===== config.mk =====
export PLATFORM = sky130hd
export DESIGN_NAME = sliding_window_peak_event_count_core
export DESIGN_NICKNAME = d
export VERILOG_FILES = /design/src/rtl/swpec_pkg.sv /design/src/rtl/swpec_cell.sv /design/src/rtl/sliding_window_peak_event_count_core.sv
export SDC_FILE = /design/constraint.sdc
export NUM_CORES = 2
export LEC_CHECK = 0
export BUFFER_PORTS_ARGS = -buffer_cell sky130_fd_sc_hd__buf_4
export CORE_MARGIN = 3
export CORE_UTILIZATION = 40
export DETAILED_ROUTE_END_ITERATION = 16
export GPL_TIMING_DRIVEN = 0
export HOLD_SLACK_MARGIN = 0.02
export PLACE_DENSITY = 0.56
export SLEW_MARGIN = 20
export SYNTH_ARGS = -nofsm -noshare
export SYNTH_HDL_FRONTEND = slang
export SYNTH_SLANG_ARGS = --single-unit

===== constraint.sdc =====
create_clock -name clock -period 7.65 [get_ports clock]
set_clock_uncertainty 0.05 [all_clocks]
set_input_delay 0.3825 -clock clock [delete_from_list [all_inputs] [get_ports clock]]
set_output_delay 0.3825 -clock clock [all_outputs]
set_load 0.02 [all_outputs]

===== src/rtl/swpec_pkg.sv =====
`default_nettype none

package swpec_pkg;

   localparam int STORE_DEPTH_DEFAULT = 64;
   localparam int TIME_BITS_DEFAULT = 32;
   localparam int EVENT_TIME_W = 32;
   localparam int COUNT_W = 7;
   localparam int WINDOW_W = 16;
   localparam logic [WINDOW_W-1:0] WINDOW_RESET = 16'd10;

   typedef enum logic [1:0] {
      ST_IDLE,
      ST_PRUNE,
      ST_DONE
   } swpec_state_type;

   // per-cell control: shift toward the head, or load the new timestamp
   typedef struct packed {
      logic shift;
      logic write;
   } swpec_cell_ctrl_type;

endpackage

`default_nettype wire


===== src/rtl/swpec_cell.sv =====
`default_nettype none

module swpec_cell #(
   parameter int TIME_BITS = swpec_pkg::TIME_BITS_DEFAULT
) (
   input  wire logic                          clock,
   input  wire swpec_pkg::swpec_cell_ctrl_type ctrl,
   input  wire logic [TIME_BITS-1:0]          write_time,
   input  wire logic [TIME_BITS-1:0]          neighbor_time,
   output logic      [TIME_BITS-1:0]          cell_time
);
   import swpec_pkg::*;

   logic [TIME_BITS-1:0] time_ff;
   logic [TIME_BITS-1:0] time_in;

   // a write wins over the shift: the new entry lands behind the shifted ones
   always_comb begin
      if (ctrl.write) begin
         time_in = write_time;
      end else if (ctrl.shift) begin
         time_in = neighbor_time;
      end else begin
         time_in = time_ff;
      end
   end

   always_ff @(posedge clock) begin
      time_ff <= time_in;
   end

   assign cell_time = time_ff;

endmodule

`default_nettype wire


===== src/rtl/sliding_window_peak_event_count_core.sv =====
`default_nettype none

// channel   direction  handshake            payload
// req       in         req_valid/req_ready  req_event_time
// rsp       out        rsp_valid/rsp_ready  rsp_current_count, rsp_best_count,
//                                           rsp_best_start, rsp_best_end, rsp_overflow
// csr       in         csr_write_enable     csr_write_data (window_seconds)
//
// one request is worked on at a time; after an accept the core pops old entries
// from the window one by one in the prune state before it takes the next request
// the pops run through the chain of cells: the head sits in cell 0 and each pop
// shifts the whole chain one place per cycle
// reset is synchronous; it clears the count and the peak and reloads the window register
// a stalled response holds in its output register; the core takes the next
// request while it waits, and stalls in the done state only if a second result
// is ready before the first is taken

module sliding_window_peak_event_count_core #(
   parameter int STORE_DEPTH = swpec_pkg::STORE_DEPTH_DEFAULT,
   parameter int TIME_BITS   = swpec_pkg::TIME_BITS_DEFAULT
) (
   input  wire logic                              clock,
   input  wire logic                              reset,
   // request channel
   input  wire logic                              req_valid,
   output logic                                   req_ready,
   input  wire logic [swpec_pkg::EVENT_TIME_W-1:0] req_event_time,
   // response channel
   output logic                                   rsp_valid,
   input  wire logic                              rsp_ready,
   output logic      [swpec_pkg::COUNT_W-1:0]     rsp_current_count,
   output logic      [swpec_pkg::COUNT_W-1:0]     rsp_best_count,
   output logic      [swpec_pkg::EVENT_TIME_W-1:0] rsp_best_start,
   output logic      [swpec_pkg::EVENT_TIME_W-1:0] rsp_best_end,
   output logic                                   rsp_overflow,
   // configuration
   input  wire logic                              csr_write_enable,
   input  wire logic [swpec_pkg::WINDOW_W-1:0]    csr_write_data
);
   import swpec_pkg::*;

   // count must hold the depth itself
   localparam int CNT_W = $clog2(STORE_DEPTH + 1);

   // fsm
   swpec_state_type state_ff, state_in;

   // window bookkeeping
   logic [CNT_W-1:0]     occ_ff, occ_in;
   logic [TIME_BITS-1:0] now_ff, now_in;
   logic                 ovf_ff, ovf_in;
   logic [WINDOW_W-1:0]  window_ff, window_in;

   // peak record
   logic [CNT_W-1:0]     peak_count_ff, peak_count_in;
   logic [TIME_BITS-1:0] peak_first_ff, peak_first_in;
   logic [TIME_BITS-1:0] peak_last_ff, peak_last_in;

   // output register
   logic                    rsp_valid_ff, rsp_valid_in;
   logic [COUNT_W-1:0]      rsp_count_ff, rsp_count_in;
   logic [COUNT_W-1:0]      rsp_best_ff, rsp_best_in;
   logic [EVENT_TIME_W-1:0] rsp_start_ff, rsp_start_in;
   logic [EVENT_TIME_W-1:0] rsp_end_ff, rsp_end_in;
   logic                    rsp_ovf_ff, rsp_ovf_in;

   // cell chain
   logic [TIME_BITS-1:0] cell_time [STORE_DEPTH];
   swpec_cell_ctrl_type  cell_ctrl [STORE_DEPTH];
   logic [TIME_BITS-1:0] head_time;
   logic [TIME_BITS-1:0] new_time;
   logic [CNT_W-1:0]     write_slot;

   logic accept;
   logic full;
   logic pop_ok;
   logic out_free;
   logic load_rsp;
   logic shift;
   logic peak_win;

   assign head_time = cell_time[0];
   assign new_time  = TIME_BITS'(req_event_time);
   assign full      = (occ_ff == CNT_W'(STORE_DEPTH));
   assign out_free  = !rsp_valid_ff || rsp_ready;

   // oldest entry leaves when the span exceeds the window; time going
   // backwards counts as no span
   assign pop_ok = (occ_ff != '0) && (now_ff >= head_time)
                   && ((now_ff - head_time) > TIME_BITS'(window_ff));

   // next state
   always_comb begin
      state_in = state_ff;
      unique case (state_ff)
         ST_IDLE: begin
            if (req_valid) begin
               state_in = ST_PRUNE;
            end
         end
         ST_PRUNE: begin
            if (!pop_ok) begin
               state_in = out_free ? ST_IDLE : ST_DONE;
            end
         end
         ST_DONE: begin
            if (out_free) begin
               state_in = ST_IDLE;
            end
         end
         default: state_in = ST_IDLE;
      endcase
   end

   // fsm outputs
   always_comb begin
      req_ready = 1'b0;
      accept    = 1'b0;
      load_rsp  = 1'b0;
      shift     = 1'b0;
      unique case (state_ff)
         ST_IDLE: begin
            req_ready = 1'b1;
            accept    = req_valid;
            // a full store drops its oldest entry as the new one goes in
            shift     = req_valid && full;
         end
         ST_PRUNE: begin
            shift    = pop_ok;
            load_rsp = !pop_ok && out_free;
         end
         ST_DONE: begin
            load_rsp = out_free;
         end
         default: begin
            req_ready = 1'b0;
         end
      endcase
   end

   // new entry goes behind the last one, or into the last cell after a drop
   assign write_slot = full ? CNT_W'(STORE_DEPTH - 1) : occ_ff;

   for (genvar i = 0; i < STORE_DEPTH; i++) begin : g_cell
      logic [TIME_BITS-1:0] neighbor;

      if (i == STORE_DEPTH - 1) begin : g_last
         assign neighbor = cell_time[i];
      end else begin : g_mid
         assign neighbor = cell_time[i+1];
      end

      assign cell_ctrl[i].shift = shift;
      assign cell_ctrl[i].write = accept && (write_slot == CNT_W'(i));

      swpec_cell #(
         .TIME_BITS(TIME_BITS)
      ) u_cell (
         .clock        (clock),
         .ctrl         (cell_ctrl[i]),
         .write_time   (new_time),
         .neighbor_time(neighbor),
         .cell_time    (cell_time[i])
      );
   end

   // count, request latch and window register
   always_comb begin
      occ_in    = occ_ff;
      now_in    = now_ff;
      ovf_in    = ovf_ff;
      window_in = csr_write_enable ? csr_write_data : window_ff;
      if (accept) begin
         now_in = new_time;
         ovf_in = full;
         if (!full) begin
            occ_in = occ_ff + CNT_W'(1);
         end
      end else if (shift) begin
         occ_in = occ_ff - CNT_W'(1);
      end
   end

   // peak only moves on a strictly larger window
   assign peak_win = occ_ff > peak_count_ff;

   always_comb begin
      peak_count_in = peak_count_ff;
      peak_first_in = peak_first_ff;
      peak_last_in  = peak_last_ff;
      if (load_rsp && peak_win) begin
         peak_count_in = occ_ff;
         peak_first_in = head_time;
         peak_last_in  = now_ff;
      end
   end

   // output register
   always_comb begin
      rsp_valid_in = rsp_valid_ff;
      rsp_count_in = rsp_count_ff;
      rsp_best_in  = rsp_best_ff;
      rsp_start_in = rsp_start_ff;
      rsp_end_in   = rsp_end_ff;
      rsp_ovf_in   = rsp_ovf_ff;
      if (load_rsp) begin
         rsp_valid_in = 1'b1;
         rsp_count_in = COUNT_W'(occ_ff);
         rsp_best_in  = COUNT_W'(peak_count_in);
         rsp_start_in = EVENT_TIME_W'(peak_first_in);
         rsp_end_in   = EVENT_TIME_W'(peak_last_in);
         rsp_ovf_in   = ovf_ff;
      end else if (rsp_ready) begin
         rsp_valid_in = 1'b0;
      end
   end

   // control state
   always_ff @(posedge clock) begin
      if (reset) begin
         state_ff      <= ST_IDLE;
         occ_ff        <= '0;
         window_ff     <= WINDOW_RESET;
         peak_count_ff <= '0;
         peak_first_ff <= '0;
         peak_last_ff  <= '0;
         rsp_valid_ff  <= 1'b0;
      end else begin
         state_ff      <= state_in;
         occ_ff        <= occ_in;
         window_ff     <= window_in;
         peak_count_ff <= peak_count_in;
         peak_first_ff <= peak_first_in;
         peak_last_ff  <= peak_last_in;
         rsp_valid_ff  <= rsp_valid_in;
      end
   end

   // payload
   always_ff @(posedge clock) begin
      now_ff       <= now_in;
      ovf_ff       <= ovf_in;
      rsp_count_ff <= rsp_count_in;
      rsp_best_ff  <= rsp_best_in;
      rsp_start_ff <= rsp_start_in;
      rsp_end_ff   <= rsp_end_in;
      rsp_ovf_ff   <= rsp_ovf_in;
   end

   assign rsp_valid         = rsp_valid_ff;
   assign rsp_current_count = rsp_count_ff;
   assign rsp_best_count    = rsp_best_ff;
   assign rsp_best_start    = rsp_start_ff;
   assign rsp_best_end      = rsp_end_ff;
   assign rsp_overflow      = rsp_ovf_ff;

endmodule

`default_nettype wire


; ---- Yosys cells after proc, flatten, opt, wreduce, memory -nomap -nowiden
; Cells that the tools add are included.
[totals]
out_inout_bits = 81
ff_bits = 2257
inputBits = 53
[op_classes]
n_eq_ne = 70
addsub = 3
n_mux = 144
order_cmp = 3
n_reduce_logical = 142
[op_table]
columns = operator, count
row1 = 32-bit 2-to-1 mux, 128
row2 = "7-bit by 6-bit == test with 1-bit output, second input constant", 32
row3 = 2-bit nonzero test, 65
row4 = "7-bit by 5-bit == test with 1-bit output, second input constant", 16
row5 = 1-bit logical AND, 69
row6 = "7-bit by 4-bit == test with 1-bit output, second input constant", 8
row7 = 7-bit 2-to-1 mux, 5
row8 = 32-bit >= comparator, 1
row9 = 32-bit by 16-bit > comparator with 1-bit output, 1
row10 = 32-bit subtractor, 1
row11 = "7-bit by 3-bit == test with 1-bit output, second input constant", 4
row12 = "7-bit by 2-bit == test with 1-bit output, second input constant", 2
row13 = 2-bit 2-to-1 mux, 4
row14 = "2-bit inequality test, second input constant", 4
row15 = "7-bit by 1-bit adder with 7-bit output, second input constant", 1
row16 = "7-bit by 1-bit == test with 1-bit output, second input constant", 1
row17 = "7-bit == test, second input constant", 1
row18 = 7-bit > comparator, 1
row19 = 7-bit zero test, 1
row20 = 7-bit nonzero test, 1
row21 = "7-bit by 1-bit subtractor with 7-bit output, second input constant", 1
row22 = 2-bit one-hot mux with 3 select lines, 1
row23 = 1-bit 2-to-1 mux, 4
row24 = 1-bit one-hot mux with 2 select lines, 2
row25 = other kinds (7), 8

; ---- Depth between registers and ports, before layout
[depth]
depth_word = 8
mapped_depth = 22
depth_no_buf = 20

; ---- Modules after synthesis
; A second synthesis with hierarchy kept.
[hier_totals]
cells_unflattened = 5575
hier_area_um2 = 107959.8
[by_module_without_submodules]
columns = mod, cells_each, seq_area_each_um2, instances, area_per_inst_um2
row1 = swpec_cell, 69, 960.9, 64, 1507.7
row2 = sliding_window_peak_event_count_core, 1159, 5305.1, 1, 11467.2

; ---- Worst setup path after synthesis
; OpenSTA, ideal clock, no wires.
[synth_path]
kind = reg2reg
startpoint = reg g_cell[0].u_cell.time_ff[0]
endpoint = reg rsp_best_ff[0] (netlist: rsp_best_count[0]), enable pin
path_stages_with_launch = 19
synth_period_minus_slack_ns = 7.906
slack_ns = -0.256
t_arrival_ns = 7.331
required_time_ns = 7.074
setup_ns = 0.526
path_cell_list = edfxtp_1 -> ha_1 -> fa_1 -> nand2b_1 -> a21oi_1 -> o211ai_1 -> a21oi_1 -> nor2_1 -> xnor2_1 -> ha_1 -> nand4_1 -> a2111oi_0 -> nor4b_1 -> o221ai_1 -> a2111oi_4 -> nand4_2 -> nor4_4 -> o21ai_0 -> nor2b_1
[synth_via]
elab_chain_len = 6
elab_cells_between_ends = 8
[synth_lines]
columns = item, line_no
row1 = start: declaration, swpec_cell.sv:14  ; logic [TIME_BITS-1:0] time_ff;
row2 = start signal: assignment, swpec_cell.sv:29  ; time_ff <= time_in;
row3 = 32-bit subtractor or 32-bit >= comparator (tied branches), "sliding_window_peak_event_count_core.sv:90, sliding_window_peak_event_count_core.sv:89"
row4 = 32-bit by 16-bit > comparator with 1-bit output or 1-bit logical AND (tied branches), "sliding_window_peak_event_count_core.sv:90, sliding_window_peak_event_count_core.sv:89"
row5 = 1-bit logical AND (*), sliding_window_peak_event_count_core.sv:90  ; && ((now_ff - head_time) > TIME_BITS'(window_ff));
row6 = 1-bit zero test (*), sliding_window_peak_event_count_core.sv:130  ; load_rsp = !pop_ok && out_free;
row7 = 1-bit logical AND (*), sliding_window_peak_event_count_core.sv:130
row8 = 1-bit one-hot mux with 2 select lines (*), sliding_window_peak_event_count_core.sv:121  ; unique case (state_ff)
row9 = named net load_rsp, sliding_window_peak_event_count_core.sv:78  ; logic load_rsp;
row10 = end signal: assignment, sliding_window_peak_event_count_core.sv:244  ; rsp_best_ff <= rsp_best_in;
row11 = end: declaration, sliding_window_peak_event_count_core.sv:62  ; logic [COUNT_W-1:0] rsp_best_ff, rsp_best_in;
; Mark *: on every way through the listed nets, which the timed path passes. The rest lies on a longest branch.
; A chain may end at the register's enable or synchronous reset.

; ---- Final worst setup path
[layout_path]
startpoint = reg g_cell[0].u_cell.time_ff[0]
endpoint = reg g_cell[46].u_cell.time_ff[4], enable pin
[layout_via]
elab_chain_len = 5
elab_cells_between_ends = 7
[layout_lines]
columns = item, line_no
row1 = 32-bit subtractor or 32-bit >= comparator (tied branches), "sliding_window_peak_event_count_core.sv:90, sliding_window_peak_event_count_core.sv:89"
row2 = 32-bit by 16-bit > comparator with 1-bit output or 1-bit logical AND (tied branches), "sliding_window_peak_event_count_core.sv:90, sliding_window_peak_event_count_core.sv:89"
row3 = 1-bit logical AND (*), sliding_window_peak_event_count_core.sv:90
row4 = 1-bit one-hot mux with 2 select lines (*), sliding_window_peak_event_count_core.sv:121
row5 = 2-bit nonzero test (no source line) (*), n/a
row6 = end signal: assignment, swpec_cell.sv:29
row7 = end: declaration, swpec_cell.sv:14
; Every way passes the cells marked *; elsewhere a longest branch is shown, timed or not.

==> flow_summary.toml <==
[worst_setup_path]
reg2regPathDepth = 21
critPathSlowestCell = "nor4_2"
crit_type = "reg -> reg"
worst-path-stages = 21
critPathBufInv = 4
max_stage_delay_ns = 0.61
cp-start-kind = "flip-flop"
cp_max_fo = 12
cp.arrival_ns = 8.04
worstSetupEndpointType = "flip-flop"
cp.required_ns = 8.22
crit_chain = "ha_1, fa_1, nand2b_1, a21oi_1, o211ai_1, a21oi_1, nor2_1, xnor2_1, ha_1, nand4_1, nor4_2, o221ai_1, a2111oi_4, nand4_2, nor4_2, a21o_1, buf_2, buf_4, nand3b_1, buf_6, buf_6"
path_delay_family = "simple AND/OR/NAND/NOR gates"

[floorplanning]
die_h_um = 501
io-pin-count = 134
core_area_um2 = 243000
rows = 181
die_x_um = 501
initial_core_util = 0.403
die_area_um2 = 251000

[global_route]
grt_overflow_total = 0
grt_pass1_wl_um = 395000
grt_max_degree = 43
grt_use_total = 0.218
grt_antenna_before_repair = 31
grt_pass1_vias = 53300

[layout]
instances_no_fill = 9709
fin_area_um2 = 114000
drive_above_1_share = 0.438
nets = 6420
fillers = 20600
area_growth_pct = 16.0

[clock_tree]
ctsRootBufferMaster = "clkbuf_16"
cts.htree.levels = 4
clock_sinks = 2257
clk_pin_slew_worst_paths_ns = 0.06
cts_tree = "built"
cts_buffers = 230
clkLatencyLatePin_ns = 0.88
cts_buffer_depth = 3

[pwr]
ir_worst_vdd_mv = 0.268
p_comb_frac = 0.201
p_leak_nw = 38.4
p_int_mw = 26.1
pwr-share-seq = 0.490
swShare = 0.275
pwr-share-clk = 0.308
powerDensity_nw_per_um2 = 317
power_switching_mw = 9.90

[synth]
synth_cell_types = 70
synth_top_area_cell = "edfxtp_1"
async_reset_ff_frac = 0
syn_inst = 5742
synthTopCellsByArea = "edfxtp_1 (66%), mux2_2 (24%), dfxtp_1 (2.0%)"
synth.top_cell.area_share = 0.662
synth_top_family_by_area = "multiplexers"
ys.warnings.count = 0
synthSimpleGateAreaFrac = 0.0228
syn_area_per_cell_um2 = 17.1
synthFlopType = "edfxtp_1"
synth-seq-area-share = 0.681
synth_xor_xnor_area_share = 0.00197
synth_nets = 5860
synth_edf_count = 2160
synthAdderAreaFrac = 0.00845
ys_ff_latch = 2257
synth_area_um2 = 98000
muxShareOfSynthArea = 0.250
synth_compound_area_frac = 0.0115

[job]
maxCapViolCount = 0

[sta]
fmax_mhz = 134
setup_viol = 0
max_slew_margin = 0.156
slew_violations = 0
rsz0062_at_grt = "false"
hold_viol = 0
setup_slack_ns = 0.180
period_needed_ns = 7.47
worst_pin_slew_ns = 1.26
timing.final.crit_share = 0.977

[routing]
vias = 52500
drc_errors = 0
viasPerCell = 5.41
drt_wl_total_um = 279000
ant_nets = 0
firstDrtPassIters = 5
wl_per_cell_um = 28.7
drt_iter0_drc = 4248

[placed_design]
portBuffers = 132
hpwl_um = 205000
post-place-ws_ns = -0.571
gp_congestion = 0.909
dp.cells = 9199
placed_cell_area_um2 = 106000

[hold_path]
min_path_cells = 2
hp-class = "in -> reg"

[run_status]
status = "finished clean"
-- power groups by stage --
stage	clock, mW	combinational, mW	sequential, mW
after global routing	11.8	7.79	17.9
after global placement	0	6.44	18.1
final	11.1	7.25	17.7
after detailed placement	0	7.16	17.9
after floorplan	0	4.41	17.7
after CTS	11.3	7.26	17.7
-- cell usage after synthesis, drive strengths merged (4+ instances only) --
| cell type | instances |
|---|---|
| a211oi | 6 |
| a21o | 19 |
| a21oi | 56 |
| a311oi | 4 |
| a31oi | 4 |
| and3 | 6 |
| buf | 174 |
| clkbuf | 335 |
| dfxtp | 97 |
| edfxtp | 2160 |
| ha | 63 |
| inv | 68 |
| mux2 | 2089 |
| mux2i | 94 |
| nand2 | 226 |
| nand2b | 17 |
| nand3 | 54 |
| nand3b | 31 |
| nand4 | 18 |
| nor2 | 61 |
| nor2b | 9 |
| nor3 | 20 |
| nor4 | 4 |
| o211ai | 14 |
| o21a | 8 |
| o21ai | 23 |
| o31ai | 4 |
| or3 | 6 |
| or4 | 4 |
| xnor2 | 13 |
| xor2 | 9 |
-- logic make-up after synthesis --
family	Yosys count
compound gates	168
mux	2183
fa+ha+maj	65
flops	2257
buf+inv	578
xor+xnor	22
simple gates	469
-- metrics by stage --
step | utilization | TNS (ns) | hold slack [ns] | power, mW
2_1_floorplan | - | 0 | 0.350 | 22.1
3_3_place_gp | 0.423 | -2157.79 | 0.390 | 24.5
3_5_place_dp | 0.434 | -149.55 | 0.395 | 25.1
4_1_cts | 0.467 | 0 | 0.183 | 36.3
5_1_grt | 0.467 | 0 | 0.211 | 37.5
6_report | 0.467 | 0 | 0.237 | 36.0
-- per-layer routing --
layer / share of wire / vias up / track usage
li1: - / 23200 / -
met1: 0.42 / 27300 / 0.284
met2: 0.48 / 1564 / 0.366
met3: 0.054 / 434 / 0.0347
met4: 0.043 / 0 / 0.0872
met5: 0 / - / 0
-- cells in the final DEF, fill, tap and decap left out, types with 63 or more instances in the layout --
master,netlist,final
mux2i_1,94,94
inv_1,68,68
clkbuf_1,335,350
buf_4,13,159
clkbuf_16,0,233
buf_1,118,98
mux2_2,2065,2065
ha_1,63,63
dlygate4sd3_1,0,63
dfxtp_1,97,97
edfxtp_1,2160,2160
nand2_1,226,226
-- cell type report --
cell class / instances / area, µm² / area share
Clock inverter: 141 / 1350 / 0.0118
Timing Repair Buffer: 328 / 3950 / 0.0347
Multi-Input combinational cell: 2907 / 29200 / 0.257
Inverter: 69 / 259 / 0.00228
Sequential cell: 2257 / 66800 / 0.587
Buffer: 509 / 2110 / 0.0185
Tap cell: 3202 / 4010 / 0.0352
Clock buffer: 282 / 6020 / 0.0530
Antenna cell: 14 / 35.0 / 0.000308
-- worst paths after layout --
check,start,end,slack [ns]
worst max-delay path,g_cell[0].u_cell.cell_time[0],g_cell[46].u_cell.cell_time[4],0.18
worst max register to register,g_cell[0].u_cell.cell_time[0],g_cell[46].u_cell.cell_time[4],0.18
worst min-delay path,req_event_time[16],now_ff[16],0.24
worst min register to register,peak_last_ff[28],peak_last_ff[28],0.41
-- sequential cells by signal, indices dropped and copies added (netlist names) --
register,count
g_cell.u_cell.cell_time,2048
occ_ff,7
peak_count_ff,7
peak_last_ff,32
rsp_current_count,7
state_ff,2
window_ff,16
rsp_best_start,32
rsp_best_count,7
rsp_best_end,32
ovf_ff,1
now_ff,32
rsp_overflow,1
peak_first_ff,32
rsp_valid,1
-- what timing repair did --
item / CTS / global route
setup endpoints to repair: 971 / 27
pin swaps: 0 / 0
gates resized for setup: 3 / 0
buffers inserted: 1 / 9
hold endpoints to repair: 85 / 0
hold buffers: 63 / 0
(Power assumes the default switching activity.)
